--- src/hw/rtl/dsel_pkg.sv ---
// Shared types and constants for the depth-sorted entry list.
package dsel_pkg;

   localparam int DEF_LIST_DEPTH = 64;
   localparam int DEF_KEY_BITS   = 16;

   localparam int REQ_TYPE_W   = 2;
   localparam int ENTRY_ID_W   = 16;
   localparam int DEPTH_KEY_W  = 16;
   localparam int SLOT_INDEX_W = 6;

   localparam int STATUS_W      = 2;
   localparam int SLOT_NOW_W    = 6;
   localparam int READ_ID_W     = 16;
   localparam int ENTRY_COUNT_W = 7;

   localparam int REQ_FIELDS_W = ENTRY_ID_W + DEPTH_KEY_W + SLOT_INDEX_W;
   localparam int REQ_TDATA_W  = ((REQ_FIELDS_W + 7) / 8) * 8;
   localparam int RSP_FIELDS_W = SLOT_NOW_W + READ_ID_W + ENTRY_COUNT_W;
   localparam int RSP_TDATA_W  = ((RSP_FIELDS_W + 7) / 8) * 8;

   typedef enum logic [REQ_TYPE_W-1:0] {
      REQ_ADD    = 2'd0,
      REQ_MOVE   = 2'd1,
      REQ_REMOVE = 2'd2,
      REQ_READ   = 2'd3
   } dsel_req_type;

   typedef enum logic [STATUS_W-1:0] {
      STAT_OK        = 2'd0,
      STAT_NOT_FOUND = 2'd1,
      STAT_FULL      = 2'd2,
      STAT_BAD_SLOT  = 2'd3
   } dsel_status_type;

   typedef enum logic [3:0] {
      ST_IDLE,
      ST_START,
      ST_ADD_RD,
      ST_ADD_WR,
      ST_FIND_RD,
      ST_FIND_CHK,
      ST_NBR_L_RD,
      ST_NBR_L_CHK,
      ST_NBR_R_RD,
      ST_NBR_R_CHK,
      ST_MOVE_DECIDE,
      ST_DEL_RD,
      ST_DEL_WR,
      ST_READ_CHK,
      ST_RESP
   } dsel_state_type;

endpackage

--- src/hw/rtl/depth_sorted_entry_list.sv ---
// Depth-sorted entry list: handles kept in ascending key order in one memory.
//
// The block holds up to LIST_DEPTH entry handles ordered by a signed depth key
// and serves one request at a time: add, move, remove or read a slot. Every
// request gives exactly one result item. The entries live in a single-port
// memory with a registered read, and a small sequencer walks it with one shared
// step adder and one key comparator, visiting every entry with an address
// step and then a compare-and-write step. An add walks down from the top to
// the slot that it lands in, a remove or a missed handle walks the whole list
// and a move may walk it twice. The input side is held off from acceptance
// until the result of the current item has been handed to the output
// register, which in turn lets the next item be accepted while that result
// waits.
// There is no clearing pass after reset: entries at or above the count are
// never read.
module depth_sorted_entry_list #(
   parameter int LIST_DEPTH = dsel_pkg::DEF_LIST_DEPTH,
   parameter int KEY_BITS   = dsel_pkg::DEF_KEY_BITS
) (
   input  logic                               clock,
   input  logic                               reset,
   input  logic                               req_tvalid,
   output logic                               req_tready,
   // entry_id [15:0], depth_key [31:16], slot_index [37:32], zero fill above
   input  logic [dsel_pkg::REQ_TDATA_W-1:0]   req_tdata,
   // req_type [1:0]
   input  logic [dsel_pkg::REQ_TYPE_W-1:0]    req_tuser,
   output logic                               rsp_tvalid,
   input  logic                               rsp_tready,
   // slot_now [5:0], read_id [21:6], entry_count [28:22], zero fill above
   output logic [dsel_pkg::RSP_TDATA_W-1:0]   rsp_tdata,
   // status [1:0]
   output logic [dsel_pkg::STATUS_W-1:0]      rsp_tuser
);
   import dsel_pkg::*;

   localparam int CNT_W   = $clog2(LIST_DEPTH + 1);
   localparam int ADDR_W  = $clog2(LIST_DEPTH);
   localparam int ENTRY_W = ENTRY_ID_W + KEY_BITS;
   localparam int KF_W    = (KEY_BITS < DEPTH_KEY_W) ? KEY_BITS : DEPTH_KEY_W;
   localparam int IDX_W   = (CNT_W > SLOT_INDEX_W) ? CNT_W : SLOT_INDEX_W;
   localparam int SNW_W   = (CNT_W > SLOT_NOW_W) ? CNT_W : SLOT_NOW_W;
   localparam int ECW_W   = (CNT_W > ENTRY_COUNT_W) ? CNT_W : ENTRY_COUNT_W;
   localparam int PAD_W   = RSP_TDATA_W - RSP_FIELDS_W;

   // Sequencer and datapath registers.
   dsel_state_type          state_ff, state_in;
   dsel_req_type            op_ff, op_in;
   logic [ENTRY_ID_W-1:0]   id_ff, id_in;
   logic signed [KEY_BITS-1:0] key_ff, key_in;
   logic [SLOT_INDEX_W-1:0] slot_ff, slot_in;
   logic [CNT_W-1:0]        idx_ff, idx_in;
   logic [CNT_W-1:0]        pos_ff, pos_in;
   logic [CNT_W-1:0]        cnt_ff, cnt_in;
   logic                    ooo_ff, ooo_in;

   // Result of the item in flight, before it reaches the output register.
   dsel_status_type         res_status_ff, res_status_in;
   logic [CNT_W-1:0]        res_slot_ff, res_slot_in;
   logic [READ_ID_W-1:0]    res_read_ff, res_read_in;

   // Output register.
   logic                    rsp_valid_ff, rsp_valid_in;
   dsel_status_type         rsp_status_ff, rsp_status_in;
   logic [SLOT_NOW_W-1:0]   rsp_slot_ff, rsp_slot_in;
   logic [READ_ID_W-1:0]    rsp_read_ff, rsp_read_in;
   logic [ENTRY_COUNT_W-1:0] rsp_count_ff, rsp_count_in;

   // Entry memory: handle in the upper bits, key in the lower bits.
   logic [ENTRY_W-1:0]      entry_mem [LIST_DEPTH];
   logic [ENTRY_W-1:0]      rd_data_ff;
   logic                    mem_we;
   logic [ADDR_W-1:0]       mem_wa;
   logic [ADDR_W-1:0]       mem_ra;
   logic [ENTRY_W-1:0]      mem_wd;

   // Shared step adder and key comparator.
   logic [CNT_W-1:0]        step_opnd;
   logic                    step_down;
   logic [CNT_W-1:0]        step_res;
   logic signed [KEY_BITS-1:0] rd_key;
   logic [ENTRY_ID_W-1:0]   rd_handle;
   logic                    key_gt;
   logic                    key_lt;

   // Field extraction and width helpers.
   logic signed [KF_W-1:0]  key_trim;
   logic [IDX_W-1:0]        slot_cmp;
   logic [IDX_W-1:0]        cnt_cmp;
   logic [SNW_W-1:0]        slot_wide;
   logic [ECW_W-1:0]        count_wide;
   logic                    req_accept;

   assign req_accept = req_tvalid && req_tready;

   // Only the low bits of the key field take part, sign-extended to the key width.
   assign key_trim = req_tdata[ENTRY_ID_W +: KF_W];

   assign slot_cmp   = IDX_W'(slot_ff);
   assign cnt_cmp    = IDX_W'(cnt_ff);
   assign slot_wide  = SNW_W'(res_slot_ff);
   assign count_wide = ECW_W'(cnt_ff);

   assign step_res  = step_down ? (step_opnd - CNT_W'(1)) : (step_opnd + CNT_W'(1));
   assign rd_key    = rd_data_ff[KEY_BITS-1:0];
   assign rd_handle = rd_data_ff[ENTRY_W-1:KEY_BITS];
   assign key_gt    = key_ff > rd_key;
   assign key_lt    = key_ff < rd_key;

   always_ff @(posedge clock) begin
      if (mem_we) begin
         entry_mem[mem_wa] <= mem_wd;
      end
      rd_data_ff <= entry_mem[mem_ra];
   end

   always_ff @(posedge clock) begin
      if (reset) begin
         state_ff     <= ST_IDLE;
         cnt_ff       <= '0;
         rsp_valid_ff <= 1'b0;
      end else begin
         state_ff     <= state_in;
         cnt_ff       <= cnt_in;
         rsp_valid_ff <= rsp_valid_in;
      end
   end

   always_ff @(posedge clock) begin
      op_ff         <= op_in;
      id_ff         <= id_in;
      key_ff        <= key_in;
      slot_ff       <= slot_in;
      idx_ff        <= idx_in;
      pos_ff        <= pos_in;
      ooo_ff        <= ooo_in;
      res_status_ff <= res_status_in;
      res_slot_ff   <= res_slot_in;
      res_read_ff   <= res_read_in;
      rsp_status_ff <= rsp_status_in;
      rsp_slot_ff   <= rsp_slot_in;
      rsp_read_ff   <= rsp_read_in;
      rsp_count_ff  <= rsp_count_in;
   end

   always_comb begin
      state_in      = state_ff;
      op_in         = op_ff;
      id_in         = id_ff;
      key_in        = key_ff;
      slot_in       = slot_ff;
      idx_in        = idx_ff;
      pos_in        = pos_ff;
      cnt_in        = cnt_ff;
      ooo_in        = ooo_ff;
      res_status_in = res_status_ff;
      res_slot_in   = res_slot_ff;
      res_read_in   = res_read_ff;
      rsp_valid_in  = rsp_valid_ff && !rsp_tready;
      rsp_status_in = rsp_status_ff;
      rsp_slot_in   = rsp_slot_ff;
      rsp_read_in   = rsp_read_ff;
      rsp_count_in  = rsp_count_ff;
      mem_we        = 1'b0;
      mem_wa        = idx_ff[ADDR_W-1:0];
      mem_wd        = {id_ff, key_ff};
      mem_ra        = idx_ff[ADDR_W-1:0];
      step_opnd     = idx_ff;
      step_down     = 1'b0;
      req_tready    = (state_ff == ST_IDLE);

      case (state_ff)
         ST_IDLE: begin
            if (req_accept) begin
               op_in    = dsel_req_type'(req_tuser);
               id_in    = req_tdata[ENTRY_ID_W-1:0];
               key_in   = KEY_BITS'(key_trim);
               slot_in  = req_tdata[ENTRY_ID_W+DEPTH_KEY_W +: SLOT_INDEX_W];
               state_in = ST_START;
            end
         end
         ST_START: begin
            res_status_in = STAT_OK;
            res_slot_in   = '0;
            res_read_in   = '0;
            case (op_ff)
               REQ_ADD: begin
                  if (cnt_ff == CNT_W'(LIST_DEPTH)) begin
                     res_status_in = STAT_FULL;
                     state_in      = ST_RESP;
                  end else begin
                     idx_in   = cnt_ff;
                     state_in = ST_ADD_RD;
                  end
               end
               REQ_MOVE, REQ_REMOVE: begin
                  idx_in   = '0;
                  state_in = ST_FIND_RD;
               end
               REQ_READ: begin
                  if (slot_cmp < cnt_cmp) begin
                     mem_ra   = slot_cmp[ADDR_W-1:0];
                     state_in = ST_READ_CHK;
                  end else begin
                     res_status_in = STAT_BAD_SLOT;
                     state_in      = ST_RESP;
                  end
               end
               default: begin
                  state_in = ST_RESP;
               end
            endcase
         end
         // Insertion walks down from the top, moving each larger-or-equal entry
         // up by one until a smaller key (or the bottom) marks the new slot.
         ST_ADD_RD: begin
            if (idx_ff == '0) begin
               mem_we      = 1'b1;
               res_slot_in = idx_ff;
               step_opnd   = cnt_ff;
               cnt_in      = step_res;
               state_in    = ST_RESP;
            end else begin
               step_down = 1'b1;
               mem_ra    = step_res[ADDR_W-1:0];
               state_in  = ST_ADD_WR;
            end
         end
         ST_ADD_WR: begin
            mem_we = 1'b1;
            if (key_gt) begin
               res_slot_in = idx_ff;
               step_opnd   = cnt_ff;
               cnt_in      = step_res;
               state_in    = ST_RESP;
            end else begin
               mem_wd    = rd_data_ff;
               step_down = 1'b1;
               idx_in    = step_res;
               state_in  = ST_ADD_RD;
            end
         end
         ST_FIND_RD: begin
            if (idx_ff == cnt_ff) begin
               res_status_in = STAT_NOT_FOUND;
               state_in      = ST_RESP;
            end else begin
               state_in = ST_FIND_CHK;
            end
         end
         ST_FIND_CHK: begin
            if (rd_handle == id_ff) begin
               pos_in = idx_ff;
               if (op_ff == REQ_REMOVE) begin
                  res_slot_in = idx_ff;
                  state_in    = ST_DEL_RD;
               end else begin
                  ooo_in   = 1'b0;
                  state_in = ST_NBR_L_RD;
               end
            end else begin
               idx_in   = step_res;
               state_in = ST_FIND_RD;
            end
         end
         ST_NBR_L_RD: begin
            if (pos_ff == '0) begin
               state_in = ST_NBR_R_RD;
            end else begin
               step_opnd = pos_ff;
               step_down = 1'b1;
               mem_ra    = step_res[ADDR_W-1:0];
               state_in  = ST_NBR_L_CHK;
            end
         end
         ST_NBR_L_CHK: begin
            ooo_in   = key_lt;
            state_in = ST_NBR_R_RD;
         end
         ST_NBR_R_RD: begin
            step_opnd = pos_ff;
            if (step_res == cnt_ff) begin
               state_in = ST_MOVE_DECIDE;
            end else begin
               mem_ra   = step_res[ADDR_W-1:0];
               state_in = ST_NBR_R_CHK;
            end
         end
         ST_NBR_R_CHK: begin
            ooo_in   = ooo_ff || key_gt;
            state_in = ST_MOVE_DECIDE;
         end
         // A key equal to a neighbor still counts as in order.
         ST_MOVE_DECIDE: begin
            if (ooo_ff) begin
               idx_in   = pos_ff;
               state_in = ST_DEL_RD;
            end else begin
               mem_we      = 1'b1;
               mem_wa      = pos_ff[ADDR_W-1:0];
               res_slot_in = pos_ff;
               state_in    = ST_RESP;
            end
         end
         // Take-out closes the gap by pulling every later entry down one slot.
         ST_DEL_RD: begin
            if (step_res == cnt_ff) begin
               // The new count is one below, which equals the current index.
               cnt_in = idx_ff;
               if (op_ff == REQ_MOVE) begin
                  state_in = ST_ADD_RD;
               end else begin
                  state_in = ST_RESP;
               end
            end else begin
               mem_ra   = step_res[ADDR_W-1:0];
               state_in = ST_DEL_WR;
            end
         end
         ST_DEL_WR: begin
            mem_we   = 1'b1;
            mem_wd   = rd_data_ff;
            idx_in   = step_res;
            state_in = ST_DEL_RD;
         end
         ST_READ_CHK: begin
            res_read_in = rd_handle;
            res_slot_in = slot_cmp[CNT_W-1:0];
            state_in    = ST_RESP;
         end
         ST_RESP: begin
            if (!rsp_valid_ff || rsp_tready) begin
               rsp_valid_in  = 1'b1;
               rsp_status_in = res_status_ff;
               rsp_slot_in   = slot_wide[SLOT_NOW_W-1:0];
               rsp_read_in   = res_read_ff;
               rsp_count_in  = count_wide[ENTRY_COUNT_W-1:0];
               state_in      = ST_IDLE;
            end
         end
         default: begin
            state_in = ST_IDLE;
         end
      endcase
   end

   assign rsp_tvalid = rsp_valid_ff;
   assign rsp_tdata  = {{PAD_W{1'b0}}, rsp_count_ff, rsp_read_ff, rsp_slot_ff};
   assign rsp_tuser  = rsp_status_ff;

   // The entry count never exceeds the list depth.
   assert property (@(posedge clock) disable iff (reset)
      cnt_ff <= CNT_W'(LIST_DEPTH))
      else $error("entry count above list depth");

   // Once an item is taken, the block is not ready in the cycle after it.
   assert property (@(posedge clock) disable iff (reset)
      req_accept |=> !req_tready)
      else $error("input accepted back to back");

   // A rejected request reports slot zero and no handle.
   assert property (@(posedge clock) disable iff (reset)
      (rsp_tvalid && rsp_status_ff != STAT_OK) |->
         (rsp_slot_ff == '0 && rsp_read_ff == '0))
      else $error("rejected request carries slot or handle");

   // The list is only written while an item is being worked on.
   assert property (@(posedge clock) disable iff (reset)
      (state_ff == ST_IDLE || state_ff == ST_RESP) |-> !mem_we)
      else $error("entry memory written outside an item");

endmodule

--- config.mk ---
export PLATFORM = sky130hd
export DESIGN_NAME = depth_sorted_entry_list
export DESIGN_NICKNAME = d
export VERILOG_FILES = /design/src/hw/rtl/dsel_pkg.sv /design/src/hw/rtl/depth_sorted_entry_list.sv
export SDC_FILE = /design/constraint.sdc
export NUM_CORES = 2
export LEC_CHECK = 0
export BUFFER_PORTS_ARGS = -buffer_cell sky130_fd_sc_hd__buf_2
export CORE_MARGIN = 2
export CORE_UTILIZATION = 36
export DETAILED_ROUTE_END_ITERATION = 8
export SLEW_MARGIN = 10
export SYNTH_ARGS = -nofsm -noshare
export SYNTH_HDL_FRONTEND = slang
export SYNTH_SLANG_ARGS = --single-unit
--- constraint.sdc ---
create_clock -name clock -period 8.12 [get_ports clock]
set_input_delay 0.406 -clock clock [delete_from_list [all_inputs] [get_ports clock]]
set_output_delay 0.406 -clock clock [all_outputs]
set_load 0.02 [all_outputs]
==> results.sh <==
export IMPL_routedWlPerCell_microns=28.5
export IMPL_crit_arrival_ns=8.53
export IMPL_grt_overflow_total=0
export IMPL_hold_viol_final=0
export IMPL_clock_sinks=2202
export IMPL_cp_max_fo=7
export IMPL_fin_crit_sh_pct=95.7
export IMPL_synthXorXnorAreaFrac_pct=0.374
export IMPL_port_buffers=76
export IMPL_core_area_sq_um=240000
export IMPL_synth_async_sr_flop_share_pct=0
export IMPL_startpoint_type="flip-flop"
export IMPL_root_buffer="clkbuf_16"
export IMPL_clockBufferDepth=3
export IMPL_initial_core_util_pct=36.1
export IMPL_place_area_sq_um=93200
export IMPL_cts_htree_levels=4
export IMPL_drt_first_pass_iters=6
export IMPL_worstSkewPairLatency_ns=0.87
export IMPL_synth_seq_cells=2202
export IMPL_required_ns=8.88
export IMPL_drt_initial_drc_count=5947
export IMPL_synth_edf_count=2158
export IMPL_netlist_instances=5035
export IMPL_synthToLayoutAreaGrowth_pct=16.8
export IMPL_hold_slack_ns=0.265
export IMPL_io_pins=82
export IMPL_fin_area_sq_um=101000
export IMPL_die_area_sq_um=245000
export IMPL_grt_usage_pct=20.1
export IMPL_fin_setup_tns_ns=0
export IMPL_via_count=50005
export IMPL_clk_pin_slew_worst_paths_ns=0.07
export IMPL_setup_viol=0
export IMPL_ant_nets=0
export IMPL_multi_input_area_sq_um=20200
export IMPL_critical_path_class="flip-flop to flip-flop"
export IMPL_maxSlewViolCount=0
export IMPL_slew_headroom_pct=21.2
export IMPL_avgSynthCellArea_sq_um=17.2
export IMPL_fin_worst_skew_ns=0.0604
export IMPL_layout_commonest_cell="edfxtp_1"
export IMPL_synthMuxAreaShare_pct=8.35
export IMPL_register_area_sq_um=65700
export IMPL_fmax_mhz=129
export IMPL_synth_compound_area_share_pct=6.85
export IMPL_grt_max_degree=66
export IMPL_antenna_found_initial=9
export IMPL_ys_types=99
export IMPL_min_path_type="primary input to flip-flop"
export IMPL_cts_tree="yes"
export IMPL_final_cell_mix="2,158 x edfxtp_1, 487 x nand2_1, 274 x buf_4"
export IMPL_end_kind="flip-flop"
export IMPL_ys_seq_area_share_pct=75.8
export IMPL_layout_nets=5472
export IMPL_dpl_hpwl_microns=144000
export IMPL_routed_via_density=5.70
export IMPL_worst_pin_slew_ns=1.18
export IMPL_drive_gt1_share_pct=21.0
export IMPL_yosysWarnings=0
export IMPL_place_gp_congestion=0.890
export IMPL_maxCapViolations=0
export IMPL_synth_area_sq_um=86600
export IMPL_drt_wl_total_microns=250000
export IMPL_synth_top_family_by_area="multiplexers"
export IMPL_ys_flop_type="edfxtp_1"
export IMPL_outcome="finished clean"
export IMPL_synthSimpleGateAreaFrac_pct=6.38
export IMPL_num_rows=180
export IMPL_die_h_microns=495
export IMPL_die_w_microns=495
export IMPL_grt_pass1_wl_microns=355000
export IMPL_synth_adder_area_share_pct=0.428
export IMPL_grt_pass1_vias=48374
export IMPL_finalCriticalPeriod_ns=7.77
export IMPL_drc=0
export IMPL_cts_made_buffers=218
export IMPL_nFillCells=21022
[cell usage after synthesis, types with 18 or more instances]
cell       count  area (sq um)
xor2_1        23           201
a31oi_1       41           257
ha_1          28           350
o2111ai_1     46           403
buf_2         77           385
a21boi_0      28           210
nand3_1      139           696
a211oi_1      67           503
and3_1        94           588
mux4_2       262          5900
nor3_1        55           275
inv_1         43           161
buf_1         33           124
dfxtp_1       44           881
o21ai_0      116           581
a22oi_1       68           510
a21oi_1      200          1000
o211ai_1      18           135
and2_1        23           144
nand4_1       36           225
mux2i_1       60           601
buf_4         19           143
clkbuf_1     158           593
o22ai_1       58           363
edfxtp_1    2158         64800
nand2_1      490          1840
nor4_1        29           181
mux2_2        65           732
o221ai_1      21           184
a21o_1        29           218
nor2_1       205           769
[stage by stage]
| stage | instances | utilization (%) | setup slack, ns |
|---|---|---|---|
| final | 8776 | 42.2 | 0.349 |
| after global routing | 8773 | 42.2 | -0.00938 |
| after CTS | 8766 | 42.1 | 0.0122 |
| after detailed placement | 8313 | 38.9 | 0.000724 |
| after global placement | 8313 | 38.9 | 0.0303 |
| after floorplan | 5037 | - | 1.88 |
[path summary, 6_finish.rpt]
kind                            cells past startpoint  slack, ns                          start                        end
worst max-delay path                               25       0.35         rd_data_ff[11]$_DFF_P_      rd_data_ff[6]$_DFF_P_
worst min-delay path                                2       0.26                   req_tdata[2]         id_ff[2]$_DFFE_PP_
worst max register to register                     25       0.35         rd_data_ff[11]$_DFF_P_      rd_data_ff[6]$_DFF_P_
worst min register to register                      0       0.42  res_read_ff[12]$_SDFFCE_PN0P_  rsp_read_ff[12]$_DFFE_PP_
[kinds of logic after synthesis]
group	count (synthesis)
compound gates	862
xor+xnor	37
fa+ha+maj	29
buf+inv	342
flops	2202
mux	387
other cells	1
simple gates	1175
[critical path, stage by stage, from the launching register on]
cell,delay [ns]
dfxtp_1,0.52
inv_1,0.08
ha_1,0.32
nand4_1,0.23
or4_4,0.61
and2_4,0.20
o31a_1,0.14
o31ai_1,0.44
a21oi_1,0.20
nand2_1,0.33
fa_1,0.33
nand4_1,0.10
a21oi_1,0.29
o21a_1,0.29
o31ai_1,0.12
a2111oi_0,0.56
o2111ai_1,0.23
o211ai_1,0.21
nand2_1,0.32
buf_4,0.31
nor3_2,0.80
a22oi_1,0.22
and3_1,0.26
nand4_1,0.11
buf_4,0.19
or3_1,0.24
[area by class of cell]
| class | instances | area share (%) |
|---|---|---|
| clock buffer | 278 | 5.75 |
| timing repair buffer | 438 | 3.73 |
| inverter | 44 | 0.163 |
| antenna | 4 | 0.00990 |
| tap | 3185 | 3.94 |
| multi-input combinational | 2493 | 19.9 |
| sequential | 2202 | 65.0 |
| clock inverter | 132 | 1.52 |
[layer usage]
metal | GRT usage, % | share of wire [%] | wire [microns] | up-vias
met5 | 0 | 0.016 | 41 | -
met1 | 27.9 | 41 | 102000 | 26214
met4 | 6.02 | 2.9 | 7200 | 4
met3 | 3.65 | 8.8 | 22000 | 389
met2 | 32.2 | 47 | 119000 | 2414
li1 | - | - | - | 20984
[state kept, by name, summed over array words and instances, names as in the netlist]
| name | count |
|---|---|
| id_ff | 16 |
| res_read_ff | 16 |
| rsp_slot_ff | 6 |
| res_status_ff | 2 |
| rsp_read_ff | 16 |
| rsp_tuser | 2 |
| op_ff | 2 |
| res_slot_ff | 6 |
| rd_data_ff | 32 |
| pos_ff | 7 |
| state_ff | 4 |
| key_ff | 16 |
| cnt_cmp | 7 |
| entry_mem | 2048 |
| ooo_ff | 1 |
| slot_ff | 6 |
| idx_ff | 7 |
| rsp_tvalid | 1 |
| rsp_count_ff | 7 |
[repair_timing]
action                     in CTS  in global routing
setup endpoints to repair       2                 31
hold buffers                   43                  0
pin swaps                       0                  1
resized for setup               3                  8
setup buffers                   0                  5
hold endpoints to repair       52                  0
Power is left out: the tool's default activity adds up to more than one toggle a clock period on the data nets, which glitch-free logic cannot reach.
